--- src/hdl/dafs_pkg.sv ---
// shared types, constants and register codes of the daily alarm feed scheduler
`timescale 1ns / 1ps

package dafs_pkg;

  // field widths
  localparam int unsigned NOW_W   = 32;
  localparam int unsigned DAY_W   = 27;
  localparam int unsigned WDAY_W  = 3;
  localparam int unsigned CNT_W   = 3;
  localparam int unsigned SEC_W   = 16;
  localparam int unsigned MASK_W  = 7;
  localparam int unsigned FLAG_W  = 4;
  localparam int unsigned LIMIT_W = 26;
  localparam int unsigned CIDX_W  = 3;
  localparam int unsigned CDAT_W  = 27;

  // number of daily time slots
  localparam int unsigned FEED_SLOTS = 4;

  // time constants
  localparam logic [DAY_W-1:0] DAY_MS   = 27'd86400000;
  localparam logic [DAY_W-1:0] DAY_MAX  = 27'd86399999;
  localparam logic [9:0]       MS_PER_S = 10'd1000;

  // legal slot count range
  localparam logic [CNT_W-1:0] FEED_COUNT_MIN = 3'd1;
  localparam logic [CNT_W-1:0] FEED_COUNT_MAX = 3'd4;

  // register indexes
  localparam logic [CIDX_W-1:0] REG_FEED_COUNT   = 3'd0;
  localparam logic [CIDX_W-1:0] REG_TIME_ONE     = 3'd1;
  localparam logic [CIDX_W-1:0] REG_TIME_TWO     = 3'd2;
  localparam logic [CIDX_W-1:0] REG_TIME_THREE   = 3'd3;
  localparam logic [CIDX_W-1:0] REG_TIME_FOUR    = 3'd4;
  localparam logic [CIDX_W-1:0] REG_FEED_SECONDS = 3'd5;
  localparam logic [CIDX_W-1:0] REG_WEEKDAY_MASK = 3'd6;
  localparam logic [CIDX_W-1:0] REG_MODE_FLAGS   = 3'd7;

  // mode flag bit positions
  localparam int unsigned FLAG_SCHED_EN = 0;
  localparam int unsigned FLAG_LIGHT_ON = 1;
  localparam int unsigned FLAG_CAL_EN   = 2;
  localparam int unsigned FLAG_AUTO_LT  = 3;

  // register reset values
  localparam logic [CNT_W-1:0]   RST_FEED_COUNT = 3'd2;
  localparam logic [DAY_W-1:0]   RST_TIME_ONE   = 27'd25200000;
  localparam logic [DAY_W-1:0]   RST_TIME_TWO   = 27'd68400000;
  localparam logic [DAY_W-1:0]   RST_TIME_THREE = 27'd43200000;
  localparam logic [DAY_W-1:0]   RST_TIME_FOUR  = 27'd61200000;
  localparam logic [LIMIT_W-1:0] RST_LIMIT      = 26'd2000;
  localparam logic [MASK_W-1:0]  RST_MASK       = 7'd63;
  localparam logic [FLAG_W-1:0]  RST_FLAGS      = 4'd13;

  // result of the wait computation
  typedef struct packed {
    logic             update;
    logic [DAY_W-1:0] wait_ms;
  } wait_t;

  // clamp a time of day to the last millisecond of the day
  function automatic logic [DAY_W-1:0] clamp_day(input logic [DAY_W-1:0] v);
    clamp_day = (v > DAY_MAX) ? DAY_MAX : v;
  endfunction

endpackage

--- src/hdl/dafs_wait.sv ---
// wait length up to the next daily feeding time
`timescale 1ns / 1ps

module dafs_wait (
  input  logic [dafs_pkg::CNT_W-1:0] feed_count,
  input  logic [dafs_pkg::DAY_W-1:0] feed_time [dafs_pkg::FEED_SLOTS],
  input  logic [dafs_pkg::DAY_W-1:0] day_ms,
  output dafs_pkg::wait_t            res
);

  // first slot strictly after now, else tomorrow's first slot
  always_comb begin
    logic [dafs_pkg::DAY_W-1:0] d;
    logic                       found;
    logic [dafs_pkg::DAY_W-1:0] pick;
    logic [dafs_pkg::DAY_W:0]   wrap;
    d     = dafs_pkg::clamp_day(day_ms);
    found = 1'b0;
    pick  = '0;
    for (int i = 0; i < dafs_pkg::FEED_SLOTS; i++) begin
      if (!found && (dafs_pkg::CNT_W'(i) < feed_count) && (feed_time[i] > d)) begin
        found = 1'b1;
        pick  = feed_time[i] - d;
      end
    end
    wrap = {1'b0, dafs_pkg::DAY_MS} - {1'b0, d} + {1'b0, feed_time[0]};
    res.update  = (feed_count >= dafs_pkg::FEED_COUNT_MIN) &&
                  (feed_count <= dafs_pkg::FEED_COUNT_MAX);
    res.wait_ms = found ? pick : wrap[dafs_pkg::DAY_W-1:0];
  end

endmodule

--- src/hdl/daily_alarm_feed_scheduler.sv ---
// top level of the daily alarm feed scheduler
`timescale 1ns / 1ps

// One item is one millisecond tick (free-running count, time of day, weekday)
// and yields exactly one result item. An accepted item sits in an input
// register, is evaluated against the scheduler state combinationally and
// moves into a result register once that register is empty or being read,
// so one item can be accepted on every clock while the result side keeps up.
// in_stall rises only when the result register is still held by out_stall
// and the input register is full. Daily times are clamped to
// the last millisecond of the day when written, and the feeding length in
// milliseconds is formed at the write of feed_seconds. Configuration is
// always ready and must be written only while no item is in flight.
module daily_alarm_feed_scheduler (
  input  logic                        clk,
  input  logic                        rst_n,
  // input items
  input  logic                        in_valid,
  output logic                        in_stall,
  input  logic [dafs_pkg::NOW_W-1:0]  in_now_ms,
  input  logic [dafs_pkg::DAY_W-1:0]  in_day_ms,
  input  logic [dafs_pkg::WDAY_W-1:0] in_weekday,
  // result items
  output logic                        out_valid,
  input  logic                        out_stall,
  output logic                        out_servo_on,
  output logic                        out_light_on,
  output logic                        out_feed_started,
  output logic                        out_feed_finished,
  output logic [dafs_pkg::DAY_W-1:0]  out_wait_left,
  // configuration writes
  input  logic                        cfg_valid,
  output logic                        cfg_ready,
  input  logic [dafs_pkg::CIDX_W-1:0] cfg_index,
  input  logic [dafs_pkg::CDAT_W-1:0] cfg_data
);

  // configuration registers
  logic [dafs_pkg::CNT_W-1:0]   feed_count_r;
  logic [dafs_pkg::DAY_W-1:0]   feed_time_r [dafs_pkg::FEED_SLOTS];
  logic [dafs_pkg::LIMIT_W-1:0] feed_limit_r;
  logic [dafs_pkg::MASK_W-1:0]  weekday_mask_r;
  logic [dafs_pkg::FLAG_W-1:0]  mode_flags_r;

  // scheduler state
  logic [dafs_pkg::NOW_W-1:0] mark_r, mark_nxt;
  logic [dafs_pkg::DAY_W-1:0] wait_r, wait_nxt;
  logic [dafs_pkg::NOW_W-1:0] start_r, start_nxt;
  logic                       feeding_r, feeding_nxt;
  logic                       sched_valid_r;
  logic                       light_r, light_nxt;

  // input register
  logic                        s1_valid_r, s1_valid_nxt;
  logic [dafs_pkg::NOW_W-1:0]  s1_now_r;
  logic [dafs_pkg::DAY_W-1:0]  s1_day_r;
  logic [dafs_pkg::WDAY_W-1:0] s1_wday_r;

  // result register
  logic                       out_valid_r, out_valid_nxt;
  logic                       out_servo_r, out_light_r, out_started_r, out_finished_r;
  logic [dafs_pkg::DAY_W-1:0] out_wait_r;

  logic            in_accept;
  logic            advance;
  logic            cfg_write;
  logic            started;
  logic            finished;
  dafs_pkg::wait_t wres;

  // handshake
  assign cfg_ready = 1'b1;
  assign cfg_write = cfg_valid && cfg_ready;
  assign advance   = s1_valid_r && (!out_valid_r || !out_stall);
  assign in_stall  = s1_valid_r && !advance;
  assign in_accept = in_valid && !in_stall;

  assign s1_valid_nxt  = in_accept ? 1'b1 : (advance ? 1'b0 : s1_valid_r);
  assign out_valid_nxt = advance ? 1'b1 : (out_stall ? out_valid_r : 1'b0);

  // wait computation
  dafs_wait u_wait (
    .feed_count (feed_count_r),
    .feed_time  (feed_time_r),
    .day_ms     (s1_day_r),
    .res        (wres)
  );

  // per-tick evaluation
  always_comb begin
    logic [dafs_pkg::NOW_W-1:0] elapsed;
    logic [dafs_pkg::NOW_W-1:0] run_ms;
    logic [7:0]                 mask_ext;
    logic                       trig;
    logic                       allowed;
    logic                       auto_lt;
    elapsed  = s1_now_r - mark_r;
    run_ms   = s1_now_r - start_r;
    mask_ext = {1'b1, weekday_mask_r};
    auto_lt  = mode_flags_r[dafs_pkg::FLAG_AUTO_LT];
    trig     = sched_valid_r && mode_flags_r[dafs_pkg::FLAG_SCHED_EN] &&
               (elapsed > {5'd0, wait_r});
    allowed  = !(mode_flags_r[dafs_pkg::FLAG_CAL_EN] && !mask_ext[s1_wday_r]);

    mark_nxt  = mark_r;
    wait_nxt  = wait_r;
    start_nxt = start_r;
    light_nxt = light_r;
    started   = 1'b0;

    if (!sched_valid_r || trig) begin
      mark_nxt = s1_now_r - 32'd1;
      if (wres.update) begin
        wait_nxt = wres.wait_ms;
      end
    end
    if (trig && allowed) begin
      started   = 1'b1;
      start_nxt = s1_now_r;
      if (auto_lt) begin
        light_nxt = 1'b1;
      end
    end

    // a feeding never ends on the tick it starts
    finished    = feeding_r && !started && (run_ms > {6'd0, feed_limit_r});
    feeding_nxt = started ? 1'b1 : (finished ? 1'b0 : feeding_r);
    if (finished && auto_lt && !mode_flags_r[dafs_pkg::FLAG_LIGHT_ON]) begin
      light_nxt = 1'b0;
    end
  end

  // control and state registers
  always_ff @(posedge clk) begin
    if (!rst_n) begin
      s1_valid_r     <= 1'b0;
      out_valid_r    <= 1'b0;
      feed_count_r   <= dafs_pkg::RST_FEED_COUNT;
      feed_time_r[0] <= dafs_pkg::RST_TIME_ONE;
      feed_time_r[1] <= dafs_pkg::RST_TIME_TWO;
      feed_time_r[2] <= dafs_pkg::RST_TIME_THREE;
      feed_time_r[3] <= dafs_pkg::RST_TIME_FOUR;
      feed_limit_r   <= dafs_pkg::RST_LIMIT;
      weekday_mask_r <= dafs_pkg::RST_MASK;
      mode_flags_r   <= dafs_pkg::RST_FLAGS;
      mark_r         <= '0;
      wait_r         <= '0;
      start_r        <= '0;
      feeding_r      <= 1'b0;
      sched_valid_r  <= 1'b0;
      light_r        <= 1'b0;
    end else begin
      s1_valid_r  <= s1_valid_nxt;
      out_valid_r <= out_valid_nxt;
      if (cfg_write) begin
        case (cfg_index)
          dafs_pkg::REG_FEED_COUNT: begin
            feed_count_r  <= cfg_data[dafs_pkg::CNT_W-1:0];
            sched_valid_r <= 1'b0;
          end
          dafs_pkg::REG_TIME_ONE: begin
            feed_time_r[0] <= dafs_pkg::clamp_day(cfg_data);
            sched_valid_r  <= 1'b0;
          end
          dafs_pkg::REG_TIME_TWO: begin
            feed_time_r[1] <= dafs_pkg::clamp_day(cfg_data);
            sched_valid_r  <= 1'b0;
          end
          dafs_pkg::REG_TIME_THREE: begin
            feed_time_r[2] <= dafs_pkg::clamp_day(cfg_data);
            sched_valid_r  <= 1'b0;
          end
          dafs_pkg::REG_TIME_FOUR: begin
            feed_time_r[3] <= dafs_pkg::clamp_day(cfg_data);
            sched_valid_r  <= 1'b0;
          end
          dafs_pkg::REG_FEED_SECONDS: begin
            feed_limit_r <= {10'd0, cfg_data[dafs_pkg::SEC_W-1:0]} *
                            {16'd0, dafs_pkg::MS_PER_S};
          end
          dafs_pkg::REG_WEEKDAY_MASK: begin
            weekday_mask_r <= cfg_data[dafs_pkg::MASK_W-1:0];
          end
          dafs_pkg::REG_MODE_FLAGS: begin
            mode_flags_r <= cfg_data[dafs_pkg::FLAG_W-1:0];
            light_r      <= cfg_data[dafs_pkg::FLAG_LIGHT_ON];
          end
          default: begin
          end
        endcase
      end else if (advance) begin
        mark_r        <= mark_nxt;
        wait_r        <= wait_nxt;
        start_r       <= start_nxt;
        feeding_r     <= feeding_nxt;
        sched_valid_r <= 1'b1;
        light_r       <= light_nxt;
      end
    end
  end

  // input payload register
  always_ff @(posedge clk) begin
    if (in_accept) begin
      s1_now_r  <= in_now_ms;
      s1_day_r  <= in_day_ms;
      s1_wday_r <= in_weekday;
    end
  end

  // result payload register
  always_ff @(posedge clk) begin
    if (advance) begin
      out_servo_r    <= feeding_nxt;
      out_light_r    <= light_nxt;
      out_started_r  <= started;
      out_finished_r <= finished;
      out_wait_r     <= wait_nxt;
    end
  end

  assign out_valid         = out_valid_r;
  assign out_servo_on      = out_servo_r;
  assign out_light_on      = out_light_r;
  assign out_feed_started  = out_started_r;
  assign out_feed_finished = out_finished_r;
  assign out_wait_left     = out_wait_r;

  // an evaluated item always lands in the result register
  a_advance_lands: assert property (@(posedge clk) disable iff (!rst_n)
    advance |=> out_valid_r)
    else $error("evaluated item missing from result register");

  // a start and an end never share one tick
  a_start_end_excl: assert property (@(posedge clk) disable iff (!rst_n)
    out_valid_r |-> !(out_started_r && out_finished_r))
    else $error("feeding started and finished on the same tick");

  // a started feeding drives the servo
  a_start_servo: assert property (@(posedge clk) disable iff (!rst_n)
    (out_valid_r && out_started_r) |-> out_servo_r)
    else $error("feeding started without servo drive");

  // the wait never exceeds one day
  a_wait_bound: assert property (@(posedge clk) disable iff (!rst_n)
    wait_r <= dafs_pkg::DAY_MS)
    else $error("wait longer than one day");

endmodule

--- config.mk ---
export PLATFORM = sky130hd
export DESIGN_NAME = daily_alarm_feed_scheduler
export DESIGN_NICKNAME = d
export VERILOG_FILES = /design/src/hdl/dafs_pkg.sv /design/src/hdl/dafs_wait.sv /design/src/hdl/daily_alarm_feed_scheduler.sv
export SDC_FILE = /design/constraint.sdc
export NUM_CORES = 1
export LEC_CHECK = 0
export ABC_AREA = 1
export BUFFER_PORTS_ARGS = -buffer_cell sky130_fd_sc_hd__buf_4
export CORE_MARGIN = 4
export CORE_UTILIZATION = 30
export CTS_CLUSTER_DIAMETER = 40
export DETAILED_ROUTE_END_ITERATION = 10
export HOLD_SLACK_MARGIN = 0.06
export PLACE_DENSITY = 0.52
export REMOVE_ABC_BUFFERS = 1
export SYNTH_ARGS = -nofsm -noshare
export SYNTH_HDL_FRONTEND = slang
export SYNTH_SLANG_ARGS = --single-unit
--- constraint.sdc ---
create_clock -name clk -period 4.85 [get_ports clk]
set_input_delay 0.2425 -clock clk [delete_from_list [all_inputs] [get_ports clk]]
set_output_delay 0.2425 -clock clk [all_outputs]
set_load 0.02 [all_outputs]
==> impl_metrics.toml <==
[drt]
ant_nets = 0
avgViaCountPerCell = 4.962
routed_wl_um = 117200
detailroute.via_count = 29620
wl_per_cell_um = 19.64
drcViolationCount = 0
drtIter0Drc = 2380
dr.pass1.iters = 5

[finish]
fin_nets = 5132
layout.cells.non_filler = 5969
area_of_the_multi_input_gates_um2 = 19320
finish.instance_area_um2 = 37190
postLayoutCoreUtil = 0.3840
fillerInstances = 10280
syn2layout_area_growth_pct = 26.92
sequential_cell_area_um2 = 7617
fraction_of_layout_cells_with_a_size_suffix_above_1 = 0.1576

[yosys]
ys_top_cells_by_area = "dfxtp_1 (16%), ha_1 (13%), nand2_1 (11%), edfxtp_1 (9.5%), inv_1 (7.8%)"
yosysWarningCount = 0
synth-seq-cells = 334
number_of_distinct_library_cells_after_synthesis = 60
synth_seq_area_share = 0.2599
most_instantiated_library_cell_after_synthesis = "nand2_1"
synth_cells = 4134
synth_top_area_frac = 0.1646
synth_area_per_cell_um2 = 7.089
synthTopCellsByCount = "nand2_1 (825), inv_1 (612), a21oi_1 (435), nor2_1 (397), ha_1 (312)"
synth_top_area_cell = "dfxtp_1"
netlist_area_um2 = 29300
postSynth.asyncResetShare = 0
number_of_enable_flip_flop_cells_after_synthesis = 93
dominantRegCellSynth = "dfxtp_1"

[clocking]
htree_num_levels = 2
path_clk_slew_ns = 0.06
ctsLongestPathBuffers = 3
tritoncts_num_sinks = 334
cts_tree = "built"
clkLatencyLatePin_ns = 0.63
tritoncts_buffers = 53
clk_root_buffer_cell = "clkbuf_16"

[timing]
period_minus_slack_ns = 4.625
relative_slew_margins = 0.3659
tightest_slew_ns = 0.9501
worst_hold_slack_ns = 0.09998
layout_worst_path_cycle_share = 0.9536
setup_viol_count_final = 0
hold_fails_final_rpt = 0
finClkSkew_ns = 0.03238
timing_max_transition_violations_final = 0
fmax_mhz = 216.2

[global_route]
pin_count_of_the_biggest_net_entering_global_routing = 92
antenna_violations_before_repair = 5
grt-ovfl-total = 0
first_global_vias = 28520
grt_first_pass_wirelength_um = 173600
grt.total_usage = 0.2221

[job]
cap_viol_max_count = 0

[floorplanning]
fp.dieArea_um2 = 102700
die_h_um = 320.5
core_um2 = 96850
top_level_ports = 131
chipWidth_um = 320.5
row_count = 114
floorplan.initialDensity = 0.3026

[placed_design]
placement.cell_area_um2 = 34060
place_inst = 5773
dp_hpwl_um = 96570
portBuffers = 129
gp_routability_congestion = 1.013

[worst_setup_path]
arrival_ns = 5.15
required_ns = 5.38
r2r.worst_path.cells = 23
timing.setup.critical_path_class = "in -> reg"
setup.worst_path.start_class = "primary input"
endpoint_kind = "flip-flop"
cp_max_fo = 10

[power]
power.leakage_nw = 17.31
worst_ir_drop_vdd_mv = 0.3142
p_per_area_nw_per_um2 = 325.7

[min_path]
hold-path-cell-count = 4
classification_of_the_worst_slack_hold_path = "in -> reg"

[status]
run_status = "finished clean"
[layout by cell type (no fill, tap or decap), types with 8 or more instances in the layout]
cell type	n
a21o_1	20
a21oi_1	417
a21oi_2	31
a31oi_1	12
buf_12	12
buf_4	446
clkbuf_16	53
clkinv_2	11
dfxtp_1	241
dlygate4sd3_1	80
edfxtp_1	93
fa_1	76
ha_1	300
ha_2	10
inv_1	609
inv_2	12
inv_6	12
nand2_1	819
nand2_2	27
nand3_1	175
nand3_2	13
nand3b_1	10
nand4_1	54
nor2_1	378
nor2_2	19
nor3_1	24
nor4_1	21
o211ai_1	66
o21a_1	8
o21ai_0	271
o21ai_1	19
o21ai_2	10
o21bai_1	26
o22ai_1	10
or2_2	14
xnor2_1	62
xor2_1	112
[registers in the layout (all words and copies together), names as in the netlist, 3 cells and up]
name	count
start_r	32
s1_now_r	32
out_wait_left	27
mode_flags_r	4
mark_r	32
s1_day_r	27
feed_limit_r	23
s1_wday_r	3
feed_time_r	108
wait_r	27
weekday_mask_r	7
feed_count_r	3
[cell type report]
type | count | area share
repair buffers | 543 | 0.1196
inverters | 627 | 0.06371
clock inverters | 42 | 0.01319
flip-flops and latches | 334 | 0.2048
diodes | 3 | 0.0002018
clock buffers | 58 | 0.03616
multi-input cells | 3086 | 0.5194
well taps | 1276 | 0.04292
[where the power goes]
group,switching [mW],internal [mW]
clock network,1.54,2.38
registers,0.124,3.03
logic,3.08,1.95
total,4.75,7.36
[worst max-delay path, stage by stage]
cell           delay (ns)
dlygate4sd3_1        0.54
buf_4                0.20
fa_1                 0.53
inv_1                0.07
fa_1                 0.49
fa_1                 0.54
inv_1                0.07
fa_1                 0.45
ha_1                 0.33
a21oi_2              0.16
o21ai_0              0.12
nand2_1              0.08
o211ai_1             0.11
a31oi_1              0.23
o21ai_1              0.14
a21boi_1             0.23
nor2_1               0.07
o21ai_1              0.16
nand2_1              0.07
nand2_1              0.07
nand3_1              0.12
nand2_1              0.09
inv_1                0.03
[metrics by stage]
step                power, mW  setup TNS, ns  worst slack, ns
floorplan               6.107         -1.059          -0.1498
global placement        8.026        -0.4170          -0.2152
detailed placement      8.034        -0.9827          -0.2999
CTS                     12.06     -0.0002456       -0.0002456
global route            12.87       -0.03538         -0.01615
finish                  12.12              0           0.2248
[routing by layer]
layer	routed length, µm	share of wire	track usage
met3	7676	0.065	0.03496
met2	52340	0.45	0.3594
met4	2590	0.022	0.05140
met5	0	0	0
met1	54620	0.47	0.3116
[final timing paths]
check / start / endpoint / slack, ns
min reg2reg: mark_r[11] / mark_r[11] / 0.46
max reg2reg: s1_day_r[3] / out_wait_left[14] / 0.30
min: cfg_data[1] / weekday_mask_r[1] / 0.1
max: cfg_data[2] / feed_limit_r[22] / 0.22
[cell families after synthesis]
family / Yosys count / share of synthesized area
AO/OA/AOI/OAI: 930 / 0.1767
XOR/XNOR: 175 / 0.05230
adder cells (fa/ha/maj): 390 / 0.1865
buffers and inverters: 714 / 0.09415
flip-flops: 334 / 0.2599
other: 1 / 0.0001280
AND/OR/NAND/NOR: 1590 / 0.2303
[repair_timing]
| action | 4_1_cts | 5_1_grt |
|---|---|---|
| resized for setup | 6 | 107 |
| setup endpoints to repair | 12 | 127 |
| setup buffers | 0 | 13 |
| endpoints found under the hold margin | 97 | 0 |
| pin swaps | 0 | 13 |
| hold buffers | 80 | 0 |
Note: power is estimated with default switching activity, not from simulation.
